[config.mk]
export PLATFORM = sky130hd
export DESIGN_NAME = iq_decimate_by_two_with_peak_agc
export DESIGN_NICKNAME = d
export VERILOG_FILES = /design/src/hdl/iqd2_pkg.sv /design/src/hdl/iqd2_agc.sv /design/src/hdl/iq_decimate_by_two_with_peak_agc.sv
export SDC_FILE = /design/constraint.sdc
export NUM_CORES = 2
export LEC_CHECK = 0
export ABC_AREA = 1
export ABC_CLOCK_PERIOD_IN_PS = 18700
export BUFFER_PORTS_ARGS = -buffer_cell sky130_fd_sc_hd__buf_4
export CORE_ASPECT_RATIO = 0.9
export CORE_MARGIN = 2
export CORE_UTILIZATION = 35
export CTS_BUF_LIST = sky130_fd_sc_hd__clkbuf_16
export DETAILED_ROUTE_END_ITERATION = 10
export SYNTH_ARGS = -nofsm -noshare
export SYNTH_HDL_FRONTEND = slang
export SYNTH_SLANG_ARGS = --single-unit
[constraint.sdc]
create_clock -name clk -period 18.7 [get_ports clk]
set_input_delay 0 -clock clk [delete_from_list [all_inputs] [get_ports clk]]
set_output_delay 0 -clock clk [all_outputs]
set_load 0.03 [all_outputs]
[src/hdl/iqd2_pkg.sv]
// Shared types and constants for the IQ decimate-by-two averager with peak AGC.
`default_nettype none

package iqd2_pkg;

    localparam int SAMPLE_WIDTH = 16;
    localparam int GAIN_W       = 5;
    localparam int PWR_W        = 32;
    localparam int PERIOD_W     = 8;
    localparam int CFG_DATA_W   = 32;
    localparam int CFG_INDEX_W  = 3;

    localparam logic [PWR_W-1:0]    HIGH_LEVEL_SQ_RST = 32'd42949673;
    localparam logic [PWR_W-1:0]    LOW_LEVEL_SQ_RST  = 32'd429497;
    localparam logic [PERIOD_W-1:0] AGC_PERIOD_RST    = 8'd10;
    localparam logic [GAIN_W-1:0]   GAIN_FLOOR_RST    = 5'd0;
    localparam logic [GAIN_W-1:0]   GAIN_CEILING_RST  = 5'd21;
    localparam logic [GAIN_W-1:0]   START_GAIN_RST    = 5'd10;

    typedef enum logic [CFG_INDEX_W-1:0] {
        REG_AGC_ENABLE    = 3'd0,
        REG_HIGH_LEVEL_SQ = 3'd1,
        REG_LOW_LEVEL_SQ  = 3'd2,
        REG_AGC_PERIOD    = 3'd3,
        REG_GAIN_FLOOR    = 3'd4,
        REG_GAIN_CEILING  = 3'd5,
        REG_START_GAIN    = 3'd6
    } cfg_index_t;

    typedef struct packed {
        logic signed [SAMPLE_WIDTH-1:0] first_i;
        logic signed [SAMPLE_WIDTH-1:0] first_q;
        logic signed [SAMPLE_WIDTH-1:0] second_i;
        logic signed [SAMPLE_WIDTH-1:0] second_q;
        logic                           frame_last;
    } in_item_t;

    typedef struct packed {
        logic signed [SAMPLE_WIDTH-1:0] out_i;
        logic signed [SAMPLE_WIDTH-1:0] out_q;
        logic        [GAIN_W-1:0]       gain_now;
        logic                           gain_changed;
    } out_item_t;

    typedef struct packed {
        logic                agc_enable;
        logic [PWR_W-1:0]    high_level_sq;
        logic [PWR_W-1:0]    low_level_sq;
        logic [PERIOD_W-1:0] agc_period;
        logic [GAIN_W-1:0]   gain_floor;
        logic [GAIN_W-1:0]   gain_ceiling;
    } agc_cfg_t;

    typedef struct packed {
        logic             step;
        logic             last;
        logic [PWR_W-1:0] pwr;
        logic             pwr_gt_high;
        logic             pwr_lt_low;
    } agc_meas_t;

endpackage

`default_nettype wire

[src/hdl/iqd2_agc.sv]
// Peak tracking, frame phase counter and gain stepping state.
`default_nettype none

module iqd2_agc
    import iqd2_pkg::*;
(
    input  wire logic              clk,
    input  wire logic              rst_n,
    input  wire agc_cfg_t          cfg,
    input  wire agc_meas_t         meas,
    input  wire logic              load_gain,
    input  wire logic [GAIN_W-1:0] load_value,
    output logic      [GAIN_W-1:0] gain_now,
    output logic                   changed
);

    logic [PWR_W-1:0]    peak_reg;
    logic [PWR_W-1:0]    peak_next;
    logic [PERIOD_W-1:0] phase_reg;
    logic [PERIOD_W-1:0] phase_next;
    logic [GAIN_W-1:0]   gain_reg;
    logic [GAIN_W-1:0]   gain_next;
    logic                measuring;
    logic                above_high;
    logic                below_low;
    logic                dec_ok;
    logic                inc_ok;
    logic [PERIOD_W:0]   phase_inc;
    logic [GAIN_W:0]     gain_inc;
    logic [GAIN_W-1:0]   gain_dec;

    assign measuring  = cfg.agc_enable && (phase_reg == '0);
    assign above_high = (peak_reg > cfg.high_level_sq) || meas.pwr_gt_high;
    assign below_low  = (peak_reg < cfg.low_level_sq) && meas.pwr_lt_low;
    assign gain_dec   = gain_reg - GAIN_W'(1);
    assign gain_inc   = {1'b0, gain_reg} + (GAIN_W + 1)'(1);
    assign dec_ok     = (gain_reg != '0) && (gain_dec >= cfg.gain_floor);
    assign inc_ok     = gain_inc <= {1'b0, cfg.gain_ceiling};
    assign phase_inc  = {1'b0, phase_reg} + (PERIOD_W + 1)'(1);

    always_comb
    begin
        peak_next  = peak_reg;
        phase_next = phase_reg;
        gain_next  = gain_reg;
        changed    = 1'b0;
        if (meas.step)
        begin
            if (measuring && (meas.pwr > peak_reg))
            begin
                peak_next = meas.pwr;
            end
            if (meas.last)
            begin
                if (measuring)
                begin
                    if (above_high)
                    begin
                        if (dec_ok)
                        begin
                            gain_next = gain_dec;
                            changed   = 1'b1;
                        end
                    end
                    else if (below_low)
                    begin
                        if (inc_ok)
                        begin
                            gain_next = gain_inc[GAIN_W-1:0];
                            changed   = 1'b1;
                        end
                    end
                end
                peak_next = '0;
                if (phase_inc >= {1'b0, cfg.agc_period})
                begin
                    phase_next = '0;
                end
                else
                begin
                    phase_next = phase_inc[PERIOD_W-1:0];
                end
            end
        end
        if (load_gain)
        begin
            gain_next = load_value;
        end
    end

    assign gain_now = gain_next;

    always_ff @(posedge clk or negedge rst_n)
    begin
        if (!rst_n)
        begin
            peak_reg  <= '0;
            phase_reg <= '0;
            gain_reg  <= START_GAIN_RST;
        end
        else
        begin
            peak_reg  <= peak_next;
            phase_reg <= phase_next;
            gain_reg  <= gain_next;
        end
    end

    a_gain_holds_mid_frame: assert property (@(posedge clk) disable iff (!rst_n)
        meas.step && !meas.last && !load_gain |=> $stable(gain_reg))
        else $error("gain moved on an item that does not end a frame");

    a_peak_cleared_at_frame_end: assert property (@(posedge clk) disable iff (!rst_n)
        meas.step && meas.last |=> peak_reg == '0)
        else $error("peak not cleared after frame end");

    a_no_step_when_off: assert property (@(posedge clk) disable iff (!rst_n)
        meas.step && !cfg.agc_enable |-> !changed)
        else $error("gain stepped with AGC disabled");

endmodule

`default_nettype wire

[src/hdl/iq_decimate_by_two_with_peak_agc.sv]
// Top level: IQ decimate-by-two averager with peak-driven gain stepping.
//
//  port group   direction  payload      handshake
//  in_*         input      in_item_t    in_valid / in_stall
//  out_*        output     out_item_t   out_valid / out_stall
//  cfg_*        input      32-bit data  cfg_write, no back-pressure
//
// One item per clock sustained while out_stall is low; an accepted item reaches
// out_valid through five registers (input, average, square, power sum,
// AGC update and result).
// The peak, frame phase and gain state update in the last stage only, so
// back-to-back items see each other's updates in order.
// Output stall back-pressures each stage in turn; bubbles are squeezed out.
// Reset clears stage valid bits and loads configuration and AGC state defaults.
`default_nettype none

module iq_decimate_by_two_with_peak_agc
    import iqd2_pkg::*;
(
    input  wire logic                   clk,
    input  wire logic                   rst_n,
    input  wire logic                   in_valid,
    output logic                        in_stall,
    input  wire in_item_t               in_data,
    output logic                        out_valid,
    input  wire logic                   out_stall,
    output out_item_t                   out_data,
    input  wire logic                   cfg_write,
    input  wire logic [CFG_INDEX_W-1:0] cfg_index,
    input  wire logic [CFG_DATA_W-1:0]  cfg_data
);

    localparam int SW = SAMPLE_WIDTH;
    localparam int PW = 2 * SW;

    agc_cfg_t  cfg_reg;
    agc_meas_t meas;
    logic      load_gain;

    logic                v1_reg, v2_reg, v3_reg, v4_reg, v5_reg;
    logic                rdy1, rdy2, rdy3, rdy4, rdy5;

    in_item_t            s1_reg;

    logic signed [SW-1:0] avg_i_s2_reg, avg_q_s2_reg;
    logic                 last_s2_reg;
    logic signed [SW:0]   sum_i, sum_q;

    logic signed [SW-1:0] avg_i_s3_reg, avg_q_s3_reg;
    logic                 last_s3_reg;
    logic [PW-2:0]        sq_i_s3_reg, sq_q_s3_reg;
    logic signed [PW-1:0] prod_i, prod_q;

    logic signed [SW-1:0] avg_i_s4_reg, avg_q_s4_reg;
    logic                 last_s4_reg;
    logic [PWR_W-1:0]     pwr_s4_reg;
    logic                 gt_high_s4_reg, lt_low_s4_reg;
    logic [PW-1:0]        psum;
    logic [PWR_W-1:0]     pwr;

    logic [GAIN_W-1:0]    gain_now;
    logic                 changed;

    // stage readiness
    assign rdy5     = !v5_reg || !out_stall;
    assign rdy4     = !v4_reg || rdy5;
    assign rdy3     = !v3_reg || rdy4;
    assign rdy2     = !v2_reg || rdy3;
    assign rdy1     = !v1_reg || rdy2;
    assign in_stall = !rdy1;
    assign out_valid = v5_reg;

    always_ff @(posedge clk or negedge rst_n)
    begin
        if (!rst_n)
        begin
            v1_reg <= 1'b0;
            v2_reg <= 1'b0;
            v3_reg <= 1'b0;
            v4_reg <= 1'b0;
            v5_reg <= 1'b0;
        end
        else
        begin
            if (rdy1) v1_reg <= in_valid;
            if (rdy2) v2_reg <= v1_reg;
            if (rdy3) v3_reg <= v2_reg;
            if (rdy4) v4_reg <= v3_reg;
            if (rdy5) v5_reg <= v4_reg;
        end
    end

    // configuration registers
    always_ff @(posedge clk or negedge rst_n)
    begin
        if (!rst_n)
        begin
            cfg_reg.agc_enable    <= 1'b0;
            cfg_reg.high_level_sq <= HIGH_LEVEL_SQ_RST;
            cfg_reg.low_level_sq  <= LOW_LEVEL_SQ_RST;
            cfg_reg.agc_period    <= AGC_PERIOD_RST;
            cfg_reg.gain_floor    <= GAIN_FLOOR_RST;
            cfg_reg.gain_ceiling  <= GAIN_CEILING_RST;
        end
        else if (cfg_write)
        begin
            case (cfg_index)
                REG_AGC_ENABLE:    cfg_reg.agc_enable    <= cfg_data[0];
                REG_HIGH_LEVEL_SQ: cfg_reg.high_level_sq <= cfg_data[PWR_W-1:0];
                REG_LOW_LEVEL_SQ:  cfg_reg.low_level_sq  <= cfg_data[PWR_W-1:0];
                REG_AGC_PERIOD:    cfg_reg.agc_period    <= cfg_data[PERIOD_W-1:0];
                REG_GAIN_FLOOR:    cfg_reg.gain_floor    <= cfg_data[GAIN_W-1:0];
                REG_GAIN_CEILING:  cfg_reg.gain_ceiling  <= cfg_data[GAIN_W-1:0];
                default:           ;
            endcase
        end
    end

    assign load_gain = cfg_write && (cfg_index == REG_START_GAIN);

    // stage 1: hold input item
    always_ff @(posedge clk)
    begin
        if (rdy1 && in_valid)
        begin
            s1_reg <= in_data;
        end
    end

    // stage 2: average
    assign sum_i = {s1_reg.first_i[SW-1], s1_reg.first_i}
                 + {s1_reg.second_i[SW-1], s1_reg.second_i};
    assign sum_q = {s1_reg.first_q[SW-1], s1_reg.first_q}
                 + {s1_reg.second_q[SW-1], s1_reg.second_q};

    always_ff @(posedge clk)
    begin
        if (rdy2 && v1_reg)
        begin
            avg_i_s2_reg <= sum_i[SW:1];
            avg_q_s2_reg <= sum_q[SW:1];
            last_s2_reg  <= s1_reg.frame_last;
        end
    end

    // stage 3: squares
    assign prod_i = avg_i_s2_reg * avg_i_s2_reg;
    assign prod_q = avg_q_s2_reg * avg_q_s2_reg;

    always_ff @(posedge clk)
    begin
        if (rdy3 && v2_reg)
        begin
            avg_i_s3_reg <= avg_i_s2_reg;
            avg_q_s3_reg <= avg_q_s2_reg;
            last_s3_reg  <= last_s2_reg;
            sq_i_s3_reg  <= prod_i[PW-2:0];
            sq_q_s3_reg  <= prod_q[PW-2:0];
        end
    end

    // stage 4: power in Q2.30 and threshold compares
    assign psum = {1'b0, sq_i_s3_reg} + {1'b0, sq_q_s3_reg};

    generate
        if (SW >= 16)
        begin : g_scale_down
            assign pwr = psum[PW-1:PW-PWR_W];
        end
        else
        begin : g_scale_up
            assign pwr = {psum, {(PWR_W - PW){1'b0}}};
        end
    endgenerate

    always_ff @(posedge clk)
    begin
        if (rdy4 && v3_reg)
        begin
            avg_i_s4_reg   <= avg_i_s3_reg;
            avg_q_s4_reg   <= avg_q_s3_reg;
            last_s4_reg    <= last_s3_reg;
            pwr_s4_reg     <= pwr;
            gt_high_s4_reg <= pwr > cfg_reg.high_level_sq;
            lt_low_s4_reg  <= pwr < cfg_reg.low_level_sq;
        end
    end

    // stage 5: AGC update and result
    assign meas.step        = rdy5 && v4_reg;
    assign meas.last        = last_s4_reg;
    assign meas.pwr         = pwr_s4_reg;
    assign meas.pwr_gt_high = gt_high_s4_reg;
    assign meas.pwr_lt_low  = lt_low_s4_reg;

    iqd2_agc u_agc
    (
        .clk        (clk),
        .rst_n      (rst_n),
        .cfg        (cfg_reg),
        .meas       (meas),
        .load_gain  (load_gain),
        .load_value (cfg_data[GAIN_W-1:0]),
        .gain_now   (gain_now),
        .changed    (changed)
    );

    always_ff @(posedge clk)
    begin
        if (meas.step)
        begin
            out_data.out_i        <= avg_i_s4_reg;
            out_data.out_q        <= avg_q_s4_reg;
            out_data.gain_now     <= gain_now;
            out_data.gain_changed <= changed;
        end
    end

    a_empty_front_takes: assert property (@(posedge clk) disable iff (!rst_n)
        !v1_reg |-> !in_stall)
        else $error("input stalled with an empty first stage");

    a_result_moves_on_take: assert property (@(posedge clk) disable iff (!rst_n)
        v4_reg && out_valid && !out_stall |=> out_valid)
        else $error("result lost between power stage and output");

    a_stall_needs_full_pipe: assert property (@(posedge clk) disable iff (!rst_n)
        in_stall |-> v1_reg && v2_reg && v3_reg && v4_reg && v5_reg)
        else $error("input stalled while a bubble remains");

endmodule

`default_nettype wire

# Yosys cells after proc, flatten, opt, wreduce, memory -nomap -nowiden
# Index checks and enable logic that the tools add are counted.
# W data, S select, Z words.
[word_totals]
mem_bits_rw = 0
rom_bits = 0
input_bits = 105
latchBits = 0
memories = 0
ff_bits = 431
[classes]
div_mod_pow = 0
n_shift = 0
n_addsub = 6
order_cmp = 8
bitwise = 0
eq_ne = 6
muxes = 15
reduce_logical = 36
mul = 2
[ops]
columns = ["op", "n"]
rows = [
  ["$gt A32 B32 Y1", 3],
  ["$lt A32 B32 Y1", 2],
  ["$mux W32", 2],
  ["$mul A16 B16 Y31", 2],
  ["$mux W5", 8],
  ["$add A16 B16 Y17", 2],
  ["$add A31 B31 Y32", 1],
  ["$reduce_and A2 Y1", 9],
  ["$logic_and A1 B1 Y1", 10],
  ["$add A8 B1 Y9 const B", 1],
  ["$eq A3 B3 Y1 const B", 3],
  ["$ge A9 B8 Y1", 1],
  ["$logic_not A8 Y1", 1],
  ["$mux W8", 1],
  ["$logic_not A1 Y1", 7],
  ["$add A5 B1 Y6 const B", 1],
  ["$eq A3 B2 Y1 const B", 2],
  ["$le A6 B5 Y1", 1],
  ["$logic_or A1 B1 Y1", 6],
  ["$ge A5 B5 Y1", 1],
  ["$reduce_bool A5 Y1", 1],
  ["$sub A5 B1 Y5 const B", 1],
  ["$mux W1", 4],
  ["$eq A3 B1 Y1 const B", 1],
  ["2 further kinds", 2],
]

# Longest topological paths before layout
[depth]
depth_word = 9
depth_mapped = 28
depth_no_buf = 27

# Modules after synthesis
# Synthesis repeated with hierarchy kept, for this count alone.
[unflattened]
cells_unflattened = 4781
area_unflattened_um2 = 41830.1
[modules_own_cells]
columns = ["mod", "n_inst", "cells_each", "area_each_um2", "seq_area_each_um2"]
rows = [
  ["iq_decimate_by_two_with_peak_agc", 1, 4006, 36273.5, 11066.9],
  ["iqd2_agc", 1, 775, 5556.6, 1128.6],
]

# Worst setup path before layout
# No wires, ideal clock.
[synth_path]
path_kind = "reg-to-reg"
startpoint = "register avg_i_s2_reg[4]"
endpoint = "register sq_i_s3_reg[27], data pin"
arrival_time_ps = 5948
setup_slack_ps = 12489
path_stages_with_launch = 20
synth_period_minus_slack_ps = 6211
path_cell_list = "edfxtp_1 > clkbuf_1 > clkbuf_1 > nand2_1 > fa_1 > inv_1 > fa_1 > inv_1 > fa_1 > fa_1 > fa_1 > fa_1 > inv_1 > ha_1 > nand2_1 > nor4_1 > nand3_1 > nand3_1 > a31oi_1 > xor2_1"
[synth_via]
elab_chain_len = 1
[synth_lines]
columns = ["item", "line_no", "text"]
rows = [
  ["start, declared", "iq_decimate_by_two_with_peak_agc.sv:45", "logic signed [SW-1:0] avg_i_s2_reg, avg_q_s2_reg;"],
  ["start signal, assigned", "iq_decimate_by_two_with_peak_agc.sv:140", "avg_i_s2_reg <= sum_i[SW:1];"],
  ["$mul A16 B16 Y31", "iq_decimate_by_two_with_peak_agc.sv:147", "assign prod_i = avg_i_s2_reg * avg_i_s2_reg;"],
  ["named net prod_i[27]", "iq_decimate_by_two_with_peak_agc.sv:52", "logic signed [PW-1:0] prod_i, prod_q;"],
  ["end signal, assigned", "iq_decimate_by_two_with_peak_agc.sv:157", "sq_i_s3_reg <= prod_i[PW-2:0];"],
  ["end, declared", "iq_decimate_by_two_with_peak_agc.sv:51", "logic [PW-2:0] sq_i_s3_reg, sq_q_s3_reg;"],
]
# The timed path passes the listed nets, and every way through them passes these cells.
# A chain may end at the register's enable or synchronous reset.

# Final worst setup path
# Ends and elaborated chain as after synthesis.

==> results.md <==
* Grt ovf at 0
* Clock Sinks at roughly 430
* Fin crit period at between 6 and 7 ns
* Crit path to: sq_i_s3_reg[27]
* Setup violators final at 0
* Placer Congestion at between 0.8 and 0.9
* DR DRC count at 0
* HP Class: in -> async
* Fmax at 146 MHz
* Postcts setup bufs at 0
* Max FFs per register at 83
* Crit Path Category: reg -> reg
* Post-Synthesis Cells at 4179
* Clock slew at reported path FFs at roughly 0.070 ns
* CTS tree: built
* RR Endpoint: sq_i_s3_reg[27]
* MaxCap Viol Count at 0
* Critical Path AT at approximately 7.2 ns
* Hold_buf cts at between 100 and 150
* Number of CTS-inserted buffers at between 40 and 50
* Fin crit share at 0.365
* CTS Root Cell: clkbuf_16
* Routed Antenna Nets at 0
* Req. time, crit path at 19.04 ns
* EDFF count, synth at approximately 300
* Initial antenna violation count at 0
* First-pass GRT wire length at about 150000 um
* Non-Filler Instances at approximately 5900
* Least-Margin Pin Slew at ~1.2 ns
* Seq/Total Area, Yosys at 0.309
* Fin. Hold Viols at 0
* Worst Clk Skew at 0.0279 ns
* Slew headroom at 0.168
* Worst r2r path cells at 17
* Port Buffers at between 100 and 150
* Synth cell types at 54
* Tot GR Track Use at 0.162
* Boundary pin count at between 100 and 150
* R2R Path Start: avg_i_s2_reg[4]
* Startpoint types: register
* Mapped Area at 39500 um2
* RSZ-0062 raised after global routing: no
* CTS resizes at 0
* Core area at between 100000 and 150000 um2
* Crit path from: avg_i_s2_reg[4]
* Syn. warnings at 0
* DIE HEIGHT at 323 um
* Synthesized area per cell at between 9 and 10 um2
* Max Slew Vio Count at 0
* Final Util at 0.402
* Final Net Count at around 5400
* FF+latch count, synth at ~430
* Die Wd at about 360 um
* Routed vias/inst at about 4.6
* Total number of vias at roughly 27000
* Status: completed
* Layout cells sized above 1 at 0.0693
* Fin worst setup slack at 11.87 ns
* Starting Density at 0.354
* FF-to-FF setup slack at between 10 and 15 ns
* Row Count at between 100 and 150
* Dpl hpwl at 71800 um
* Inserted Diodes at 0
* Number of global-route vias before repair at roughly 28000
* Crit-path max FO at 19
* Largest net degree at the start of global routing at between 70 and 80
* H-tree Lvls at 2
* Die area at 116000 um2
* Syn_nets at 5159
* WL per Instance at roughly 15 um
* Pre-CTS setup slack at 11.84 ns
* DRT Pass-1 Iters at 5
* Clock Tree Buf Depth at 3
* Area Growth Syn to Fin at 13.6%
* Setup TNS at 0 ns
* Main synth FF type: edfxtp_1
* Clock Latency Late Sink at between 0.6 and 0.7 ns
* 1st-iter DRT viols at approximately 1500
* Placed Cells incl. Taps at 5720
* Asr flop ratio synth at 0.311
* Wire length after detailed routing at 91600 um
* CP Capture Type: register
==> worst max-delay path: stages, from the launching register on <==
cell,delay (ns)
edfxtp_1,0.92
nand2_1,0.33
fa_1,0.67
inv_1,0.07
fa_1,0.87
inv_1,0.19
fa_1,0.56
fa_1,0.45
fa_1,0.53
fa_1,0.54
inv_1,0.04
ha_1,0.34
nand2_1,0.11
nor4_1,0.36
nand3_1,0.14
nand3_1,0.19
a31oi_1,0.12
xor2_1,0.15
==> final cells by class <==
class	instances	area [um2]
fillers	10904	66700
multi-input cells	2614	23100
flip-flops and latches	427	12200
inverters	1050	3940
repair buffers	265	2290
well taps	1475	1850
clock buffers	50	1250
clock inverters	36	303
==> layer usage <==
metal  up-vias  routed length, um  GRT usage
met2       528              40600      0.255
met4         0               1100     0.0239
met5         -                  0          0
met3        80               4210     0.0239
met1     13155              45700      0.239
li1      13469                  -          -
==> cells in the mapped netlist (2+ instances only) <==
cell type | number | area share
inv_2 | 4 | 0.00038
o211ai_1 | 12 | 0.0023
o21ai_2 | 9 | 0.0020
o21bai_2 | 3 | 0.00085
clkbuf_1 | 76 | 0.0072
a211oi_2 | 2 | 0.00063
a31oi_1 | 16 | 0.0025
ha_1 | 413 | 0.13
inv_1 | 1045 | 0.099
nand3b_1 | 2 | 0.00038
nor2_1 | 131 | 0.012
o31ai_1 | 2 | 0.00038
nand3_1 | 117 | 0.015
a21o_1 | 24 | 0.0046
o21a_1 | 17 | 0.0032
xor2_1 | 103 | 0.023
nor3_1 | 21 | 0.0027
xnor2_1 | 49 | 0.011
o21ai_1 | 8 | 0.0010
buf_2 | 4 | 0.00051
nand2_1 | 779 | 0.074
nor4_2 | 2 | 0.00063
o221ai_1 | 2 | 0.00044
a211oi_1 | 2 | 0.00038
a221oi_1 | 3 | 0.00067
a21oi_1 | 208 | 0.026
buf_6 | 3 | 0.00085
o21ai_0 | 148 | 0.019
a21oi_2 | 2 | 0.00044
nor4_1 | 9 | 0.0014
dfrtp_1 | 102 | 0.065
o21bai_1 | 13 | 0.0025
a21boi_1 | 3 | 0.00057
dfstp_2 | 31 | 0.021
buf_1 | 5 | 0.00047
fa_1 | 462 | 0.23
or2_2 | 4 | 0.00063
edfxtp_1 | 294 | 0.22
a31o_2 | 3 | 0.00067
nand4_1 | 29 | 0.0046
o2111ai_1 | 4 | 0.00089
==> metrics by stage <==
stage,area [um2],hold slack (ns)
after CTS,44900,0.0365
after global routing,44900,0.0706
after global placement,42200,0.0138
after floorplan,39500,-0.296
final,44900,0.0546
after detailed placement,42200,0.0181
==> how the worst min path moves through the flow <==
stage | slack (ns) | start | cells after the start | to
after floorplan | -0.30 | rst_n | 0 | cfg_reg[10]
after global placement | 0.01 | rst_n | 1 | cfg_reg[8]
after detailed placement | 0.02 | rst_n | 1 | cfg_reg[82]
after CTS | 0.04 | rst_n | 2 | cfg_reg[75]
after global routing | 0.07 | rst_n | 2 | cfg_reg[75]
final | 0.05 | rst_n | 2 | cfg_reg[33]
==> kinds of logic (layout without fill, tap and decap cells) <==
family / after synthesis / after routing / synth area share
fa+ha+maj: 875 / 875 / 0.365
xor+xnor: 152 / 152 / 0.0337
mux: 1 / 1 / 0.000285
simple gates: 1100 / 1100 / 0.113
buf+inv: 1138 / 1401 / 0.109
compound gates: 486 / 486 / 0.0705
flops: 427 / 427 / 0.309
==> layout by cell type, fill, tap and decap left out, drive strengths merged, types with 11 or more instances in the layout <==
cell         synthesis  routed
nor3                21      21
nand3              118     118
a21oi              210     210
o21a                17      17
o21bai              16      16
clkbuf              76      50
clkinv               1      22
nor4                11      11
dfrtp              102     102
a21o                24      24
inv               1049    1059
a31oi               16      16
xor2               103     103
dfstp               31      31
buf                 12     155
ha                 413     413
nand2              781     781
nand4               29      29
fa                 462     462
edfxtp             294     294
nor2               133     133
dlygate4sd3          0     110
xnor2               49      49
o21ai              165     165
o211ai              12      12
Power is not shown: default switching activity piles up to over one toggle a cycle in this logic, so the estimate is an artifact.
